## config.mk

```make
export PLATFORM = sky130hd
export DESIGN_NAME = fict_thresh
export DESIGN_NICKNAME = d
export VERILOG_FILES = /design/src/rtl/core/fict_pkg.sv /design/src/rtl/core/fict_thresh.sv
export SDC_FILE = /design/constraint.sdc
export NUM_CORES = 2
export LEC_CHECK = 0
export BUFFER_PORTS_ARGS = -buffer_cell sky130_fd_sc_hd__buf_2
export CAP_MARGIN = 20
export CORE_MARGIN = 1.5
export CORE_UTILIZATION = 40
export CTS_CLUSTER_SIZE = 25
export DETAILED_ROUTE_END_ITERATION = 10
export GPL_ROUTABILITY_DRIVEN = 0
export PLACE_DENSITY = 0.57
export RECOVER_POWER = 100
export SLEW_MARGIN = 5
export SYNTH_ARGS = -nofsm -noshare
export SYNTH_HDL_FRONTEND = slang
export SYNTH_SLANG_ARGS = --single-unit
```

## constraint.sdc

```tcl
create_clock -name clk -period 11 [get_ports clk]
set_input_delay 0 -clock clk [delete_from_list [all_inputs] [get_ports clk]]
set_output_delay 0 -clock clk [all_outputs]
set_load 0.05 [all_outputs]
```

## src/rtl/core/fict_pkg.sv

```systemverilog
// ----------------------------------------------------------------------------
// fict_pkg
// Shared constants, types and state codes of the frequent-items counter table.
// ----------------------------------------------------------------------------
package fict_pkg;

  localparam int NUM_SLOTS = 16;
  localparam int KEY_BITS  = 32;
  localparam int SLOT_IW   = $clog2(NUM_SLOTS);

  localparam int IN_KEY_W  = 32;
  localparam int OUT_KEY_W = 32;
  localparam int CNT_W     = 32;
  localparam int FRAC_W    = 18;
  localparam int FRAC_BITS = 16;
  localparam int PROD_W    = FRAC_W + CNT_W + 1;
  localparam int THR_W     = PROD_W - FRAC_BITS;

  localparam logic [CNT_W-1:0] CNT_MAX = '1;

  localparam logic REQ_COUNT  = 1'b0;
  localparam logic REQ_REPORT = 1'b1;

  typedef struct packed {
    logic [KEY_BITS-1:0] key;
    logic [CNT_W-1:0]    count;
    logic                written;
  } slot_t;

  typedef struct packed {
    logic                count_en;
    logic                shift_en;
    logic                any_match;
    logic                any_free;
    logic [KEY_BITS-1:0] key;
  } cell_ctrl_t;

  typedef enum logic [1:0] {
    ST_IDLE,
    ST_MUL,
    ST_THR,
    ST_SEND
  } state_t;

endpackage

```

## src/rtl/core/fict_thresh.sv

```systemverilog
// ----------------------------------------------------------------------------
// fict_thresh
// Heavy threshold: fraction times arrivals, then divide by 2^16 toward zero.
// Two register stages.
// ----------------------------------------------------------------------------
module fict_thresh (
  input  logic                                    clk,
  input  logic signed [fict_pkg::FRAC_W-1:0]      frac,
  input  logic        [fict_pkg::CNT_W-1:0]       arrivals,
  output logic signed [fict_pkg::THR_W-1:0]       thr
);

  localparam int PW = fict_pkg::PROD_W;

  logic signed [PW-1:0] prod;
  logic signed [PW-1:0] biased;
  logic signed [fict_pkg::CNT_W:0] arr_s;

  always_comb begin
    arr_s  = $signed({1'b0, arrivals});
    biased = prod + (prod[PW-1] ? PW'((2 ** fict_pkg::FRAC_BITS) - 1) : PW'(0));
  end

  always_ff @(posedge clk) begin
    prod <= PW'(frac) * PW'(arr_s);
    thr  <= biased[PW-1:fict_pkg::FRAC_BITS];
  end

endmodule

```

# Yosys cells after proc, flatten, opt, wreduce, memory -nomap -nowiden
# Index checks and enable logic that the tools add are counted.
dict set report totals {
  out_inout_bits 35
  mem_bits_rw 0
  n_memories 0
  latchBits 0
  rom_bits 0
  ff_bits 86
}
dict set report classes {
  addsub 1
  n_shift 0
  eq_ne 0
  order_cmp 0
  div_mod_pow 0
  reduce_logical 0
  n_mul 1
  n_mux 1
  bitwise 0
}
# op n
set op_table {}
lappend op_table {{51-bit by 17-bit adder with 51-bit output} 1}
lappend op_table {{18-bit by 33-bit multiplier with 51-bit output} 1}
lappend op_table {{16-bit 2-to-1 mux} 1}

# Logic depth before layout (Yosys ltp)
dict set report logic_depth {
  depth_word 2
  depth_mapped 24
  ltp_nobuf 22
}

# Worst setup path after synthesis
# OpenSTA, ideal clock, no wires.
dict set report synth_timing {
  path_type {input port to flip-flop}
  start {input arrivals[18] (netlist name)}
  end {register prod[46]}
  path_stages 21
  t_arrival_ns 5.617
  slack_ns 5.261
  setup_ns 0.123
  required_time_ns 10.877
  path_cell_list {clkbuf_1 clkbuf_1 nand2_1 fa_1 fa_1 fa_1 inv_1 fa_1 fa_1 inv_1 fa_1 inv_1 ha_1 a21o_1 a31o_2 nor3_1 nand3_1 a221o_1 o21ai_0 o21ai_1 xor2_1}
}
dict set report synth_between {
  elab_chain_cells 1
}
# item line_no
set synth_rtl {}
lappend synth_rtl {{start, declared} fict_thresh.sv:9} ;# input logic [fict_pkg::CNT_W-1:0] arrivals,
lappend synth_rtl {{18-bit by 33-bit multiplier with 51-bit output} fict_thresh.sv:25} ;# prod <= PW'(frac) * PW'(arr_s);
lappend synth_rtl {{end signal, assigned} fict_thresh.sv:25}
lappend synth_rtl {{end, declared} fict_thresh.sv:15} ;# logic signed [PW-1:0] prod;
# No other way between the ends.

# Worst setup path in the final report
dict set report layout_timing {
  start {input frac[0] (netlist name)}
  end {register prod[44]}
}
dict set report layout_between {
  elab_chain_cells 1
}
# item line_no
set layout_rtl {}
lappend layout_rtl {{start, declared} fict_thresh.sv:8} ;# input logic signed [fict_pkg::FRAC_W-1:0] frac,
lappend layout_rtl {{18-bit by 33-bit multiplier with 51-bit output} fict_thresh.sv:25}
# No other way between the ends.

==> results.toml <==
[timing]
fmax_mhz = 136
rsz0062_at_grt = "no"
relSlewSlack = -0.168
finalWorstSetupSlack_ns = 3.65
min_period_ns = 7.35
tightest_slew_ns = 1.75
finClkSkew_ns = 0.0101
finalSetupTns_ns = 0
hold_violations = 0
setup_viol = 0
min_period_over_period = 0.668
drv_slew = 33
holdWs_ns = 0.214

[synth]
synth_area_leaders = "fa_1 44%, ha_1 10%, inv_1 10%, dfxtp_1 7.9%, and2_1 7.1%"
synthArstFlopShare = 0
synth_seq_cells = 86
synth_nets = 3138
synth_area_per_cell_sq_um = 8.93
synth_top_flop_cell = "dfxtp_1"
yosysWarningCount = 0
synth_top_cell_by_area = "fa_1"
synth_area_sq_um = 21700
netlist_instances = 2431
synth_edf_count = 0
yosysTopAreaCellShare = 0.443
yosys.cell_types.count = 70
ys_seq_area_frac = 0.0793

[die]
initial_core_util = 0.404
io_pins = 86
core_sq_um = 53700
die_height_um = 236
dieArea_sq_um = 55700
fp-row-count = 85
die_x_um = 236

[min_path]
min_to = "prod[0]"
holdCritStartpoint = "arrivals[0]"
hold_depth = 2
worstHoldPathType = "primary input to flip-flop"

[setup_path]
worstSetupEndpointType = "flip-flop"
regToRegSetupSlack_ns = 7.46
path_class = "primary input to flip-flop"
worstPathRequired_ns = 11.24
reg2reg_to = "thr[34]"
path_cells = "clkbuf_1 > nand2_1 > fa_1 > fa_1 > inv_1 > ha_1 > inv_1 > fa_1 > inv_1 > fa_1 > inv_1 > fa_1 > inv_1 > ha_1 > a211oi_1 > o21bai_1 > a211oi_1 > o21bai_1 > or3_1 > o21ai_0 > o21ai_0 > a311oi_1"
crit_fanout = 32
arrival_ns = 7.59
crit_buf_inv = 6
cp_top_family = "adder cells"
critPathLaunchType = "primary input"
reg2reg_depth = 9
cp_slowest_cell = "clkbuf_1"
crit_path_max_incr_delay_ns = 1.23
r2r-start = "prod[50]"

[grt]
grt_max_degree = 33
grt_pass1_wl_um = 96800
grt-ovfl-total = 0
grt_pass1_vias = 18300
grt.total_usage = 0.225
antenna_found_initial = 2

[finish]
register_area_sq_um = 1720
drive_gt1_frac = 0.0322
multi_input_area_sq_um = 17300
num_antenna_cells = 0
nNetsFinal = 3127
area_growth_pct = 4.94
fillers = 5363

[detailed_routing]
avgViaCountPerCell = 5.13
drt-total-wl_um = 58700
drc_errors = 0
num_vias = 16000
first_pass_iters = 5
wire_per_inst_um = 18.8
final_antenna_net_count = 0
drtIter0Drc = 854

[clock_tree]
ctsResizeCount = 0
post_cts.repair.setup_buffers = 0
hold_buffers = 0
root_buffer = "clkbuf_16"
ctsHtreeMaxLevel = 3
cts_tree = "yes"
cts.sinks = 86
cts_buffer_depth = 2
numCtsBuffers = 9
clk_latency_ns = 0.35
path_clk_slew_ns = 0.07

[placement]
hpwl_um = 45400
io_buffer_count = 85
dp_slack_ns = 4.27

[run_status]
outcome = "finished with violations"
violations = "max-capacitance violations, max-slew violations"

[flow_run]
max_cap_viol_count = 1
[final cells by class]
type                    instances  share of cell area
multi-input cells            1658               0.760
inverters                     580              0.0956
flip-flops and latches         86              0.0756
well taps                     696              0.0382
repair buffers                 85              0.0167
clock buffers                  10              0.0101
clock inverters                 6             0.00335
[cells in the mapped netlist, types with 4 or more instances]
library cell	number
inv_1	580
fa_1	480
nand2_1	349
and2_1	247
ha_1	176
clkbuf_1	102
dfxtp_1	86
nor2_1	61
a21oi_1	46
xnor2_1	45
xor2_1	27
a21o_1	23
o21ai_0	23
nand3_1	20
nand2b_1	16
nor3_1	15
nand4_1	12
o21bai_1	10
a31oi_1	7
a211oi_1	6
and3_1	6
o21a_1	6
o211ai_1	5
a21oi_2	4
and4_1	4
nor2b_1	4
nor4_1	4
o31ai_1	4
[flip-flops by register name (all words and copies together), names as in the netlist]
name	cells
thr	35
prod	51
[stage by stage]
stage / utilization / cells / area [sq um]
4_1_cts: 0.426 / 3121 / 22900
5_1_grt: 0.424 / 3121 / 22800
6_report: 0.424 / 3121 / 22800
3_5_place_dp: 0.420 / 3105 / 22600
3_3_place_gp: 0.420 / 3105 / 22600
2_1_floorplan: - / 2431 / 21700
[cells by family (layout without fill, tap and decap cells)]
kind of cell	Yosys count	count (layout)	synth area share
AO/OA/AOI/OAI	170	170	0.0543
AND/OR/NAND/NOR	757	757	0.172
buffers and inverters	687	681	0.119
multiplexers	3	3	0.00150
flip-flops	86	86	0.0793
adder cells (fa/ha/maj)	656	656	0.544
XOR/XNOR	72	72	0.0291
[routing by layer]
metal / vias up / GRT usage / wire (um)
li1: 7146 / - / -
met1: 8258 / 0.257 / 22100
met2: 487 / 0.418 / 30700
met3: 133 / 0.0267 / 2940
met4: 0 / 0.0997 / 2980
met5: - / 0 / 0
[worst max path at each step]
stage               cells past startpoint          from  slack (ns)        to
floorplan                              21  arrivals[18]        5.26  prod[46]
global placement                       20      frac[17]        4.33  prod[44]
detailed placement                     20      frac[17]        4.27  prod[46]
CTS                                    20      frac[17]        4.64  prod[46]
global route                           22       frac[0]        3.31  prod[44]
finish                                 22       frac[0]        3.65  prod[44]
[cell usage in the layout, fill, tap and decap left out, types with 16 or more instances in the layout]
cell	Yosys	layout
nor2_1	61	61
inv_1	580	580
nor3_1	15	17
a21o_1	23	23
dfxtp_1	86	86
xor2_1	27	27
xnor2_1	45	45
nand3_1	20	20
clkbuf_1	102	37
a21oi_1	46	49
buf_2	2	49
nand2b_1	16	16
o21ai_0	23	27
nand2_1	349	349
and2_1	247	240
ha_1	176	176
fa_1	480	480
Power is not shown: default switching activity piles up to over one toggle a cycle in this logic, so the estimate is an artifact.
